`src/bds_pkg.sv`:
```
// ============================================================================
// bds_pkg - shared types and constants of the baseline deviation scorer
// Field widths, operation and register codes, reset values and the state
// types of the control sequencer, the quantity lanes and the merge stage.
// ============================================================================
package bds_pkg;

    // Field widths
    localparam int OP_W     = 2;
    localparam int HR_W     = 12;
    localparam int HRV_W    = 13;
    localparam int TEMP_W   = 14;
    localparam int DAY_W    = 32;
    localparam int SCORE_W  = 7;
    localparam int MIN_W    = 16;
    localparam int WEIGHT_W = 8;
    localparam int FS_W     = 8;
    localparam int PADDR_W  = 5;
    localparam int PDATA_W  = 32;

    // Deviation format: Q13.16 with saturation at 8192 SD
    localparam int DEV_INT_BITS  = 13;
    localparam int DEV_FRAC_BITS = 16;
    localparam int DEV_W         = DEV_INT_BITS + DEV_FRAC_BITS + 1;
    localparam logic [DEV_W-1:0] DEV_SAT = {1'b1, {(DEV_W-1){1'b0}}};

    localparam logic [SCORE_W-1:0] SCORE_MAX = 7'd100;

    // Operation codes
    localparam logic [OP_W-1:0] OP_ADD   = 2'd0;
    localparam logic [OP_W-1:0] OP_DAY   = 2'd1;
    localparam logic [OP_W-1:0] OP_CLEAR = 2'd2;

    // Register indexes
    localparam logic [2:0] REG_MIN_SAMPLES = 3'd0;
    localparam logic [2:0] REG_HR_FLOOR    = 3'd1;
    localparam logic [2:0] REG_HRV_FLOOR   = 3'd2;
    localparam logic [2:0] REG_TEMP_FLOOR  = 3'd3;
    localparam logic [2:0] REG_HR_WEIGHT   = 3'd4;
    localparam logic [2:0] REG_HRV_WEIGHT  = 3'd5;
    localparam logic [2:0] REG_TEMP_WEIGHT = 3'd6;
    localparam logic [2:0] REG_FULL_SCALE  = 3'd7;

    // Register reset values
    localparam logic [MIN_W-1:0]    RST_MIN_SAMPLES = 16'd20;
    localparam logic [HR_W-1:0]     RST_HR_FLOOR    = 12'd40;
    localparam logic [HRV_W-1:0]    RST_HRV_FLOOR   = 13'd64;
    localparam logic [TEMP_W-1:0]   RST_TEMP_FLOOR  = 14'd64;
    localparam logic [WEIGHT_W-1:0] RST_HR_WEIGHT   = 8'd77;
    localparam logic [WEIGHT_W-1:0] RST_HRV_WEIGHT  = 8'd115;
    localparam logic [WEIGHT_W-1:0] RST_TEMP_WEIGHT = 8'd64;
    localparam logic [FS_W-1:0]     RST_FULL_SCALE  = 8'd32;

    // Commands from the sequencer to every lane
    typedef struct packed {
        logic start_mean;
        logic start_dev;
        logic ent_valid;
        logic ent_last;
    } lane_cmd_t;

    typedef enum logic [2:0] {
        T_IDLE,
        T_MEAN,
        T_EVAL,
        T_SWEEP,
        T_DEV,
        T_MERGE,
        T_FIN
    } top_state_t;

    typedef enum logic [3:0] {
        L_IDLE,
        L_ACC,
        L_VAR1,
        L_VAR2,
        L_SQRT,
        L_NUM,
        L_DEN,
        L_SAT,
        L_DIV,
        L_DONE
    } lane_state_t;

    typedef enum logic [2:0] {
        M_IDLE,
        M_MUL,
        M_SUM,
        M_PREP,
        M_DIV,
        M_DONE
    } merge_state_t;

endpackage

```
`src/bds_merge.sv`:
```
// ============================================================================
// bds_merge - combine lane deviations into the score
// Weighted sum of the three deviations, rounding and scaling by full scale,
// then a 7-step division that caps the score at 100.
// ============================================================================
module bds_merge (
    input  logic                             clk,
    input  logic                             rst_n,
    input  logic                             start,
    input  logic [bds_pkg::DEV_W-1:0]        hr_dev,
    input  logic [bds_pkg::DEV_W-1:0]        hrv_dev,
    input  logic [bds_pkg::DEV_W-1:0]        temp_dev,
    input  logic [bds_pkg::WEIGHT_W-1:0]     hr_weight,
    input  logic [bds_pkg::WEIGHT_W-1:0]     hrv_weight,
    input  logic [bds_pkg::WEIGHT_W-1:0]     temp_weight,
    input  logic [bds_pkg::FS_W-1:0]         full_scale,
    output logic                             done,
    output logic [bds_pkg::SCORE_W-1:0]      score
);
    import bds_pkg::*;

    localparam int P_W   = WEIGHT_W + DEV_W;
    localparam int ACC_W = P_W + 2;
    localparam int X_W   = ACC_W + 8;
    localparam int Y_W   = X_W - 20;

    merge_state_t        state_reg, state_next;
    logic [P_W-1:0]      p0_reg, p1_reg, p2_reg;
    logic [ACC_W-1:0]    acc_reg;
    logic [FS_W-1:0]     rem_reg;
    logic [SCORE_W-1:0]  ds_reg, quot_reg;
    logic [2:0]          step_reg;
    logic                sat_reg;

    logic [FS_W-1:0]     fs_eff;
    logic [X_W-1:0]      acc_x, scaled;
    logic [Y_W-1:0]      y;
    logic [FS_W:0]       div_t;
    logic                div_ge;

    assign fs_eff = (full_scale == '0) ? FS_W'(1) : full_scale;
    assign acc_x  = X_W'(acc_reg);
    // 100 * acc plus half of full_scale * 2^20, then drop 20 bits
    assign scaled = (acc_x << 6) + (acc_x << 5) + (acc_x << 2) + X_W'({fs_eff, 19'b0});
    assign y      = scaled[X_W-1:20];
    assign div_t  = {rem_reg, ds_reg[SCORE_W-1]};
    assign div_ge = div_t >= {1'b0, fs_eff};

    always_comb
    begin
        state_next = state_reg;
        unique case (state_reg)
            M_IDLE, M_DONE: if (start) state_next = M_MUL;
            M_MUL:  state_next = M_SUM;
            M_SUM:  state_next = M_PREP;
            M_PREP: state_next = M_DIV;
            M_DIV:  if (step_reg == 3'd1) state_next = M_DONE;
            default: state_next = M_IDLE;
        endcase
    end

    always_comb
    begin
        done  = (state_reg == M_DONE);
        score = (sat_reg || quot_reg > SCORE_MAX) ? SCORE_MAX : quot_reg;
    end

    always_ff @(posedge clk or negedge rst_n)
    begin
        if (!rst_n)
            state_reg <= M_IDLE;
        else
            state_reg <= state_next;
    end

    always_ff @(posedge clk)
    begin
        case (state_reg)
            M_MUL:
            begin
                p0_reg <= P_W'(hr_weight) * P_W'(hr_dev);
                p1_reg <= P_W'(hrv_weight) * P_W'(hrv_dev);
                p2_reg <= P_W'(temp_weight) * P_W'(temp_dev);
            end
            M_SUM:
                acc_reg <= ACC_W'(p0_reg) + ACC_W'(p1_reg) + ACC_W'(p2_reg);
            M_PREP:
            begin
                // 128 full scales or more is past the cap
                sat_reg  <= y >= Y_W'({fs_eff, 7'b0});
                rem_reg  <= y[FS_W+SCORE_W-1:SCORE_W];
                ds_reg   <= y[SCORE_W-1:0];
                quot_reg <= '0;
                step_reg <= 3'(SCORE_W);
            end
            M_DIV:
            begin
                rem_reg  <= div_ge ? FS_W'(div_t - {1'b0, fs_eff}) : FS_W'(div_t);
                quot_reg <= {quot_reg[SCORE_W-2:0], div_ge};
                ds_reg   <= ds_reg << 1;
                step_reg <= step_reg - 3'd1;
            end
            default: ;
        endcase
    end

endmodule

```
`config.mk`:
```
export PLATFORM = sky130hd
export DESIGN_NAME = bds_merge
export DESIGN_NICKNAME = d
export VERILOG_FILES = /design/src/bds_pkg.sv /design/src/bds_merge.sv
export SDC_FILE = /design/constraint.sdc
export NUM_CORES = 2
export LEC_CHECK = 0
export BUFFER_PORTS_ARGS = -buffer_cell sky130_fd_sc_hd__buf_4
export CORE_ASPECT_RATIO = 0.9
export CORE_UTILIZATION = 50
export CTS_CLUSTER_DIAMETER = 150
export DETAILED_ROUTE_END_ITERATION = 8
export GPL_TIMING_DRIVEN = 0
export PLACE_DENSITY = 0.73
export SYNTH_ARGS = -nofsm -noshare
export SYNTH_HDL_FRONTEND = slang
export SYNTH_SLANG_ARGS = --single-unit
```
`constraint.sdc`:
```
create_clock -name clk -period 21 [get_ports clk]
set_input_delay 1.05 -clock clk [delete_from_list [all_inputs] [get_ports clk]]
set_output_delay 1.05 -clock clk [all_outputs]
set_load 0.01 [all_outputs]
```
==> metrics.cfg <==
[yosys]
synth_xor_area_share_pct=3.97
synth_commonest_cells=inv_1, fa_1, and2_1
yosysTopAreaCell=fa_1
synth_edf_count=180
synthMuxAreaShare_pct=0.151
synthSimpleGateAreaFrac_pct=16.9
syn_area_per_cell_um2=9.64
synth_seq_cells=183
synthTopCellsByArea=fa_1, edfxtp_1, ha_1, and2_1, inv_1
synth-seq-area-share_pct=16.1
async_flop_share_pct=1.64
synthCells=3526
synth_area_mm2=0.0340
synth_nets=4540
synth_top_flop_cell=edfxtp_1
yosysMostFrequentCell=inv_1
synth_top_area_share_pct=34.6
ys_types=76
synth_compound_area_share_pct=8.85
synth_top_family_by_area=adder cells
yosys_warnings=0
synth-adder-area-share_pct=45.7

[clock_network]
ctsResizeCount=0
post_cts_buffers=0
cts_tree=done
clock_path_buffers=2
cts_buffers=17
clock_latency_ns=0.45
cts_hold_buf=0
cts_sinks=183
root_buffer=clkbuf_16
clk_pin_slew_worst_paths_ns=0.07
htreeDepth=4

[worst_hold_path]
hold_class=in2async

[worst_setup_path]
r2r-start=acc_reg[17]
path_max_fanout=10
crit_start=hr_weight[2]
crit_required_ns=21.20
endpoint_kind=flip-flop
cp-start-kind=input port
worstSetupPathType=in2reg
crit_arrival_ns=6.69

[routing]
viasPerCell=5.35
drc=0
dr.pass1.iters=6
vias=24400
finalWirelength_mm=76.9
wl_per_cell_um=16.9
ant_nets=0
drt_iter0_drc=1306

[timing]
worst_pin_slew_ns=0.898
clock_skew_ns=0.0115
relSlewSlack_pct=39.9
finalMaxSlewViolations=0
layout_min_cycle_time_ns=6.49
max_clock_freq_mhz=154
setup_violations=0
hold_viol_final=0
fin_crit_sh_pct=30.9
rsz0062_at_grt=no
fin_setup_tns_ns=0

[finish]
drive_above_1_share_pct=5.09
multi_input_area_mm2=0.0257
regArea_mm2=0.00548
syn2layout_area_growth_pct=7.77
final_nets=4678
fill_cells=6043
largest_register_ffs=40

[global_route]
grt_pass1_wl_mm=129
grt_remaining_overflow=0
grt_max_degree=17
grt_pass1_vias=25300
antenna_found_initial=2
grt_usage_pct=23.4

[die]
start_util_pct=50.6
die_h_um=249
fp.dieW_um=277
num_rows=90
io_pins=133
core-area_mm2=0.0671
dieArea_mm2=0.0690

[placement]
dp_hpwl_mm=64.8
place.gp.congestion=0.883
io_buffers=106

[run_status]
status=complete, no violations

[run]
drv_cap=0

## layout by cell type, fill, tap and decap left out, types with 15 or more instances in the layout
| cell | instances |
|---|---|
| nand3_1 | 33 |
| clkbuf_16 | 17 |
| ha_1 | 301 |
| a31oi_1 | 15 |
| o21a_1 | 23 |
| a21oi_1 | 151 |
| and2_1 | 481 |
| clkbuf_1 | 91 |
| xor2_1 | 35 |
| nand4_1 | 20 |
| and3_1 | 23 |
| edfxtp_1 | 180 |
| a21o_1 | 78 |
| o21bai_1 | 18 |
| inv_1 | 664 |
| nor2b_1 | 24 |
| nor2_1 | 89 |
| nand2_1 | 330 |
| o21ai_0 | 67 |
| nor3_1 | 26 |
| xnor2_1 | 119 |
| fa_1 | 588 |
| nand2b_1 | 19 |
| buf_4 | 107 |
## layout make-up
class | count | share of cell area (%)
inverters | 664 | 6.81
clock inverters | 9 | 0.249
clock buffers | 23 | 1.33
well taps | 874 | 2.99
multi-input cells | 2590 | 70.1
flip-flops and latches | 183 | 15.0
plain buffers | 89 | 0.912
repair buffers | 119 | 2.58
diodes | 3 | 0.0205
## metrics by stage
stage	hold WS (ns)	area, µm²	cells	utilization [%]	setup WS (ns)
after detailed placement	0.496	36000	4519	53.7	14.18
after global routing	0.355	36600	4553	54.6	14.19
after CTS	0.356	36600	4551	54.6	14.63
final	0.376	36600	4554	54.6	14.51
after floorplan	0.484	34000	3526	-	11.33
after global placement	0.495	35900	4506	53.4	8.05
## path summary, 6_finish.rpt
check | to | slack [ns] | depth (start not counted)
setup / recovery | p0_reg[33] | 14.51 | 18
hold / removal | state_reg[1] | 0.38 | 1
setup reg to reg | sat_reg | 14.87 | 23
hold reg to reg | ds_reg[5] | 0.51 | 2
max in group asynchronous | state_reg[2] | 20.53 | 1
min in group clk | ds_reg[5] | 0.51 | 2
## worst max-delay path, stage by stage
cell,delay [ns]
clkbuf_1,0.47
nand2_1,0.16
fa_1,0.48
fa_1,0.49
inv_1,0.05
fa_1,0.55
fa_1,0.42
ha_1,0.35
o21ai_0,0.14
a21boi_0,0.27
o21ai_0,0.21
a21o_1,0.24
a211oi_1,0.52
a31oi_1,0.31
o21ai_1,0.31
a21o_1,0.25
a2111oi_0,0.12
a311o_1,0.27
## kinds of logic after synthesis
group	count (synthesis)
muxes	5
AOI/OAI and AO/OA	455
xor gates and xnor gates	154
buffers and inverters	753
DFF	183
and+or+nand+nor	1087
adders and majority gates	889
## routing by layer
layer	share of wire (%)	global-route usage, %	up-vias
li1	-	-	11400
met1	45	32.7	12200
met2	47	38.3	651
met3	5.5	3.10	111
met4	2.4	6.25	0
met5	0	0	-
Power is left out: the tool's default activity adds up to more than one toggle a clock period on the data nets, which glitch-free logic cannot reach.
