<file path="src/bds_pkg.sv">
// ============================================================================
// bds_pkg - shared types and constants of the baseline deviation scorer
// Field widths, operation and register codes, reset values and the state
// types of the control sequencer, the quantity lanes and the merge stage.
// ============================================================================
package bds_pkg;

    // Field widths
    localparam int OP_W     = 2;
    localparam int HR_W     = 12;
    localparam int HRV_W    = 13;
    localparam int TEMP_W   = 14;
    localparam int DAY_W    = 32;
    localparam int SCORE_W  = 7;
    localparam int MIN_W    = 16;
    localparam int WEIGHT_W = 8;
    localparam int FS_W     = 8;
    localparam int PADDR_W  = 5;
    localparam int PDATA_W  = 32;

    // Deviation format: Q13.16 with saturation at 8192 SD
    localparam int DEV_INT_BITS  = 13;
    localparam int DEV_FRAC_BITS = 16;
    localparam int DEV_W         = DEV_INT_BITS + DEV_FRAC_BITS + 1;
    localparam logic [DEV_W-1:0] DEV_SAT = {1'b1, {(DEV_W-1){1'b0}}};

    localparam logic [SCORE_W-1:0] SCORE_MAX = 7'd100;

    // Operation codes
    localparam logic [OP_W-1:0] OP_ADD   = 2'd0;
    localparam logic [OP_W-1:0] OP_DAY   = 2'd1;
    localparam logic [OP_W-1:0] OP_CLEAR = 2'd2;

    // Register indexes
    localparam logic [2:0] REG_MIN_SAMPLES = 3'd0;
    localparam logic [2:0] REG_HR_FLOOR    = 3'd1;
    localparam logic [2:0] REG_HRV_FLOOR   = 3'd2;
    localparam logic [2:0] REG_TEMP_FLOOR  = 3'd3;
    localparam logic [2:0] REG_HR_WEIGHT   = 3'd4;
    localparam logic [2:0] REG_HRV_WEIGHT  = 3'd5;
    localparam logic [2:0] REG_TEMP_WEIGHT = 3'd6;
    localparam logic [2:0] REG_FULL_SCALE  = 3'd7;

    // Register reset values
    localparam logic [MIN_W-1:0]    RST_MIN_SAMPLES = 16'd20;
    localparam logic [HR_W-1:0]     RST_HR_FLOOR    = 12'd40;
    localparam logic [HRV_W-1:0]    RST_HRV_FLOOR   = 13'd64;
    localparam logic [TEMP_W-1:0]   RST_TEMP_FLOOR  = 14'd64;
    localparam logic [WEIGHT_W-1:0] RST_HR_WEIGHT   = 8'd77;
    localparam logic [WEIGHT_W-1:0] RST_HRV_WEIGHT  = 8'd115;
    localparam logic [WEIGHT_W-1:0] RST_TEMP_WEIGHT = 8'd64;
    localparam logic [FS_W-1:0]     RST_FULL_SCALE  = 8'd32;

    // Commands from the sequencer to every lane
    typedef struct packed {
        logic start_mean;
        logic start_dev;
        logic ent_valid;
        logic ent_last;
    } lane_cmd_t;

    typedef enum logic [2:0] {
        T_IDLE,
        T_MEAN,
        T_EVAL,
        T_SWEEP,
        T_DEV,
        T_MERGE,
        T_FIN
    } top_state_t;

    typedef enum logic [3:0] {
        L_IDLE,
        L_ACC,
        L_VAR1,
        L_VAR2,
        L_SQRT,
        L_NUM,
        L_DEN,
        L_SAT,
        L_DIV,
        L_DONE
    } lane_state_t;

    typedef enum logic [2:0] {
        M_IDLE,
        M_MUL,
        M_SUM,
        M_PREP,
        M_DIV,
        M_DONE
    } merge_state_t;

endpackage

</file>
<file path="src/bds_lane.sv">
// ============================================================================
// bds_lane - one vital-sign quantity
// Rounded daily mean by restoring division, or the deviation of today from
// the baseline ring: sum and sum of squares over the streamed ring entries,
// bit-serial square root, then a 29-step Q13.16 division with saturation.
// ============================================================================
module bds_lane #(
    parameter int VAL_W         = 12,
    parameter int COUNT_BITS    = 20,
    parameter int BASELINE_DAYS = 16
) (
    input  logic                          clk,
    input  logic                          rst_n,
    input  bds_pkg::lane_cmd_t            cmd,
    input  logic [COUNT_BITS+VAL_W-1:0]   sum,
    input  logic [COUNT_BITS-1:0]         count,
    input  logic [VAL_W-1:0]              sd_floor,
    input  logic [VAL_W-1:0]              entry,
    output logic                          done,
    output logic [VAL_W-1:0]              mean,
    output logic [bds_pkg::DEV_W-1:0]     dev
);
    import bds_pkg::*;

    localparam int NB    = $clog2(BASELINE_DAYS + 1);
    localparam int SUM_W = COUNT_BITS + VAL_W;
    localparam int S_W   = VAL_W + NB;
    localparam int Q_W   = 2 * VAL_W + NB;
    localparam int VAR_W = 2 * VAL_W + 2 * NB;
    localparam int R_W   = VAL_W + NB;
    localparam int NUM_W = SUM_W + NB;
    localparam int DEN_W = COUNT_BITS + R_W;
    localparam int QB    = DEV_INT_BITS + DEV_FRAC_BITS;
    localparam int SAT_W = DEN_W + DEV_INT_BITS;
    localparam logic [NB-1:0] N_DAYS = NB'(BASELINE_DAYS);

    lane_state_t        state_reg, state_next;
    logic [S_W-1:0]     s_reg;
    logic [Q_W-1:0]     q_reg;
    logic [VAR_W-1:0]   a_reg, b_reg;
    logic [VAR_W-1:0]   v_reg, r_reg, bit_reg;
    logic [R_W-1:0]     sdn_reg;
    logic [NUM_W-1:0]   na_reg, nb_reg, num_reg;
    logic [DEN_W-1:0]   den_reg, rem_reg;
    logic [QB-1:0]      ds_reg, quot_reg;
    logic [4:0]         step_reg;
    logic               sat_reg;

    logic [SUM_W:0]     mean_x;
    logic [VAR_W:0]     sq_try;
    logic [DEN_W:0]     div_t;
    logic               div_ge;
    logic [VAL_W-1:0]   floor_eff;
    logic [R_W-1:0]     floor_n;
    logic               job_start;

    assign job_start = cmd.start_mean | cmd.start_dev;
    assign mean_x    = (SUM_W+1)'(sum) + (SUM_W+1)'(count >> 1);
    assign sq_try    = (VAR_W+1)'(r_reg) + (VAR_W+1)'(bit_reg);
    assign div_t     = {rem_reg, ds_reg[QB-1]};
    assign div_ge    = div_t >= {1'b0, den_reg};
    assign floor_eff = (sd_floor == '0) ? VAL_W'(1) : sd_floor;
    assign floor_n   = R_W'(floor_eff) * R_W'(N_DAYS);

    // Next state
    always_comb
    begin
        state_next = state_reg;
        unique case (state_reg)
            L_IDLE, L_DONE:
            begin
                if (cmd.start_mean)
                    state_next = L_DIV;
                else if (cmd.start_dev)
                    state_next = L_ACC;
            end
            L_ACC:  if (cmd.ent_valid && cmd.ent_last) state_next = L_VAR1;
            L_VAR1: state_next = L_VAR2;
            L_VAR2: state_next = L_SQRT;
            L_SQRT: if (bit_reg == '0) state_next = L_NUM;
            L_NUM:  state_next = L_DEN;
            L_DEN:  state_next = L_SAT;
            L_SAT:  state_next = L_DIV;
            L_DIV:  if (step_reg == 5'd1) state_next = L_DONE;
            default: state_next = L_IDLE;
        endcase
    end

    // Outputs
    always_comb
    begin
        done = (state_reg == L_DONE);
        mean = quot_reg[VAL_W-1:0];
        dev  = sat_reg ? DEV_SAT : {1'b0, quot_reg};
    end

    always_ff @(posedge clk or negedge rst_n)
    begin
        if (!rst_n)
            state_reg <= L_IDLE;
        else
            state_reg <= state_next;
    end

    // Datapath
    always_ff @(posedge clk)
    begin
        case (state_reg)
            L_IDLE, L_DONE:
            begin
                if (cmd.start_mean)
                begin
                    // load the rounded-mean division
                    rem_reg  <= DEN_W'(mean_x >> VAL_W);
                    ds_reg   <= {mean_x[VAL_W-1:0], {(QB-VAL_W){1'b0}}};
                    den_reg  <= DEN_W'(count);
                    quot_reg <= '0;
                    step_reg <= 5'(VAL_W);
                    sat_reg  <= 1'b0;
                end
                else if (job_start)
                begin
                    s_reg <= '0;
                    q_reg <= '0;
                end
            end
            L_ACC:
            begin
                // accumulate sum and sum of squares of the ring
                if (cmd.ent_valid)
                begin
                    s_reg <= s_reg + S_W'(entry);
                    q_reg <= q_reg + Q_W'(entry) * Q_W'(entry);
                end
            end
            L_VAR1:
            begin
                a_reg <= VAR_W'(q_reg) * VAR_W'(N_DAYS);
                b_reg <= VAR_W'(s_reg) * VAR_W'(s_reg);
            end
            L_VAR2:
            begin
                v_reg   <= (a_reg > b_reg) ? a_reg - b_reg : '0;
                r_reg   <= '0;
                bit_reg <= {2'b01, {(VAR_W-2){1'b0}}};
            end
            L_SQRT:
            begin
                // one result bit per cycle
                if (bit_reg != '0)
                begin
                    if ((VAR_W+1)'(v_reg) >= sq_try)
                    begin
                        v_reg <= v_reg - VAR_W'(sq_try);
                        r_reg <= (r_reg >> 1) + bit_reg;
                    end
                    else
                        r_reg <= r_reg >> 1;
                    bit_reg <= bit_reg >> 2;
                end
            end
            L_NUM:
            begin
                sdn_reg <= (r_reg[R_W-1:0] < floor_n) ? floor_n : r_reg[R_W-1:0];
                na_reg  <= NUM_W'(sum) * NUM_W'(N_DAYS);
                nb_reg  <= NUM_W'(s_reg) * NUM_W'(count);
            end
            L_DEN:
            begin
                num_reg <= (na_reg > nb_reg) ? na_reg - nb_reg : nb_reg - na_reg;
                den_reg <= DEN_W'(count) * DEN_W'(sdn_reg);
            end
            L_SAT:
            begin
                // quotient at or above 8192 saturates, otherwise 29 bits remain
                sat_reg  <= SAT_W'(num_reg) >= {den_reg, {DEV_INT_BITS{1'b0}}};
                rem_reg  <= DEN_W'(num_reg >> DEV_INT_BITS);
                ds_reg   <= {num_reg[DEV_INT_BITS-1:0], {DEV_FRAC_BITS{1'b0}}};
                quot_reg <= '0;
                step_reg <= 5'(QB);
            end
            L_DIV:
            begin
                rem_reg  <= div_ge ? DEN_W'(div_t - {1'b0, den_reg}) : DEN_W'(div_t);
                quot_reg <= {quot_reg[QB-2:0], div_ge};
                ds_reg   <= ds_reg << 1;
                step_reg <= step_reg - 5'd1;
            end
            default: ;
        endcase
    end

endmodule

</file>
<file path="config.mk">
export PLATFORM = sky130hd
export DESIGN_NAME = bds_lane
export DESIGN_NICKNAME = d
export VERILOG_FILES = /design/src/bds_pkg.sv /design/src/bds_lane.sv
export SDC_FILE = /design/constraint.sdc
export NUM_CORES = 2
export LEC_CHECK = 0
export BUFFER_PORTS_ARGS = -buffer_cell sky130_fd_sc_hd__buf_4
export CORE_UTILIZATION = 41
export CTS_BUF_LIST = sky130_fd_sc_hd__clkbuf_16
export CTS_CLUSTER_SIZE = 16
export DETAILED_ROUTE_END_ITERATION = 10
export GPL_TIMING_DRIVEN = 0
export HOLD_SLACK_MARGIN = 0.06
export SLEW_MARGIN = 20
export SYNTH_ARGS = -nofsm -noshare
export SYNTH_HDL_FRONTEND = slang
export SYNTH_SLANG_ARGS = --single-unit
</file>
<file path="constraint.sdc">
create_clock -name clk -period 8.1 [get_ports clk]
set_input_delay 0.405 -clock clk [delete_from_list [all_inputs] [get_ports clk]]
set_output_delay 0.405 -clock clk [all_outputs]
set_load 0.1 [all_outputs]
</file>
==> flow_summary.json <==
{
  "routed_wl_um": 208000,
  "io_buffers": 124,
  "startpoint_type": "input port",
  "cts_made_buffers": 54,
  "finalHoldViolations": 0,
  "drtPass1Iterations": 6,
  "ys_ff_latch": 442,
  "slew_headroom_pct": 12.3,
  "syn_inst": 6983,
  "slowest_stage": "clkbuf_1",
  "path_delay_family": "adder cells",
  "synth_ff_type": "edfxtp_1",
  "yosysSeqAreaShare_pct": 20.6,
  "grt_use_total_pct": 26.4,
  "critPathMaxFanout": 10,
  "initial_utilization_pct": 41.3,
  "cts.sinks": 442,
  "path_class": "in2reg",
  "gp_congestion": 0.957,
  "io_pins": 125,
  "nets": 8800,
  "period_minus_slack_ps": 7850,
  "startpoint": "count[11]",
  "worstMarginPinSlew_ps": 1320,
  "cpPeakStageDelay_ps": 920,
  "die_area_um2": 159000,
  "drt-initial-drc-count": 3943,
  "syn_to_final_growth_pct": 9.66,
  "dr_total_vias": 50700,
  "fmax_mhz": 127,
  "via_per_inst": 5.44,
  "synth-async-reset-ratio_pct": 0.905,
  "min_period_over_period_pct": 96.9,
  "crit_arrival_ps": 8250,
  "cts_tree": "done",
  "dp_hpwl_um": 169000,
  "hold_class": "in2async",
  "grt_overflow": 0,
  "yosys_warnings": 0,
  "final_cells": 9323,
  "hold_ws_ps": 155,
  "synth-edff-count": 438,
  "cap_violations": 0,
  "crit_buf_inv": 7,
  "setup_viol": 0,
  "grt_max_degree": 49,
  "synth_nets": 8565,
  "dp.cells": 9184,
  "rsz0062_at_grt": "false",
  "netlist_area_um2": 64500,
  "rr_startpoint": "s_reg[5]$_SDFFCE_PN0P_",
  "ctsHtreeMaxLevel": 2,
  "synthDistinctLibCells": 85,
  "die-height_um": 399,
  "grt_pass1_vias": 52100,
  "slew_viol_final": 0,
  "insertion_delay_ps": 670,
  "rows": 145,
  "avgRoutedWirePerCell_um": 22.3,
  "grt_pass1_wl_um": 315000,
  "die_w_um": 399,
  "cp_common_cell": "fa_1",
  "utilization_pct": 45.3,
  "antenna_found_initial": 14,
  "worstPathRequired_ps": 8500,
  "synth.avg_cell_area_um2": 9.23,
  "core_area_um2": 156000,
  "drive_gt1_share_pct": 5.16,
  "clk_pin_slew_worst_paths_ps": 60,
  "critPathCaptureType": "flip-flop",
  "postRouteAntennaNets": 0,
  "drcViolationCount": 0,
  "clock_path_buffers": 3,
  "skew_ps": 44.6,
  "status": "complete, no violations",
  "cts-root-buf": "clkbuf_16"
}
-- worst register-to-register path: cells and delay by family (launching register included) --
family / cells / cell delay [ps]
AOI/OAI and AO/OA: 9 / 2170
adders and majority gates: 7 / 3430
and+or+nand+nor: 1 / 270
DFF: 1 / 550
xor gates and xnor gates: 1 / 80
buffers and inverters: 6 / 1050
-- layout make-up --
| cell class | instances | area [µm²] |
|---|---|---|
| Inverter | 1306 | 4900 |
| Multi-Input combinational cell | 4945 | 45200 |
| Antenna cell | 2 | 5.00 |
| Fill cell | 15100 | 85500 |
| Clock inverter | 47 | 552 |
| Clock buffer | 54 | 1350 |
| Buffer | 290 | 1220 |
| Timing Repair Buffer | 179 | 1630 |
| Sequential cell | 442 | 13300 |
| Tap cell | 2058 | 2570 |
-- repair_timing --
item,4_1_cts,5_1_grt
resized for setup,6,39
setup endpoints to repair,2,11
hold endpoints to repair,36,0
hold buffers,33,0
setup buffers,0,3
gates cloned,0,0
-- worst paths after layout --
| check | to | slack (ps) | depth (start not counted) |
|---|---|---|---|
| worst max register to register | nb_reg[35]$_DFFE_PP_ | 280 | 24 |
| worst min-delay path | state_reg[2]$_DFFE_PN0P_ | 160 | 2 |
| worst max-delay path | den_reg[35]$_SDFFCE_PN0P_ | 250 | 25 |
| min in group clk | sdn_reg[13]$_DFFE_PP_ | 160 | 3 |
| worst min register to register | a_reg[8]$_DFFE_PP_ | 460 | 0 |
| max in group asynchronous | state_reg[3]$_DFFE_PN0P_ | 7840 | 2 |
-- placed cells by master, fill, tap and decap left out, types with 57 or more instances in the layout --
cell	synthesis	routed
o21ai_0	223	222
xor2_1	139	139
nor2b_1	79	79
nor2_1	278	276
o21bai_1	63	63
ha_1	665	665
and3_1	57	57
xnor2_1	175	175
buf_4	17	149
a21oi_1	328	327
inv_1	1304	1306
clkbuf_1	243	215
nand2_1	751	749
fa_1	835	835
nor3_1	91	87
a21o_1	134	134
and2_1	428	428
edfxtp_1	438	438
-- cells by family after synthesis --
kind of cell / Yosys count / share of synthesized area, %
flip-flops: 442 / 20.6
buffers and inverters: 1596 / 9.44
AND/OR/NAND/NOR: 1938 / 14.8
multiplexers: 50 / 0.807
AO/OA/AOI/OAI: 1143 / 11.4
adder cells (fa/ha/maj): 1500 / 38.8
XOR/XNOR: 314 / 4.27
-- layer usage --
metal  vias up  routed length, µm  share of wire, %  GRT usage (%)
met5         -                 69             0.033              0
met2      1946              96000                46           43.5
met4        12               9030               4.3           10.1
li1      23200                  -                 -              -
met3       406              16000               7.7           4.51
met1     25100              86600                42           34.5
-- through the flow --
stage | area [µm²] | setup WS, ps | setup TNS [ps]
6_report | 70700 | 249 | 0
2_1_floorplan | 64500 | 1440 | 0
3_5_place_dp | 68400 | -289 | -1240
3_3_place_gp | 68000 | -504 | -28840
4_1_cts | 70600 | 28.6 | 0
5_1_grt | 70700 | 7.63 | 0
-- synthesized netlist by cell type, types with 54 or more instances --
library cell	n	area (µm²)
a21o_1	134	1010
a21oi_1	328	1640
and2_1	428	2680
and3_1	57	357
clkbuf_1	243	912
edfxtp_1	438	13200
fa_1	835	16700
ha_1	665	8320
inv_1	1304	4890
nand2_1	751	2820
nand3_1	54	270
nor2_1	278	1040
nor2b_1	79	494
nor3_1	91	455
o21a_1	54	405
o21ai_0	223	1120
o21bai_1	63	473
xnor2_1	175	1530
xor2_1	139	1220
Power is not shown: default switching activity piles up to over one toggle a cycle in this logic, so the estimate is an artifact.
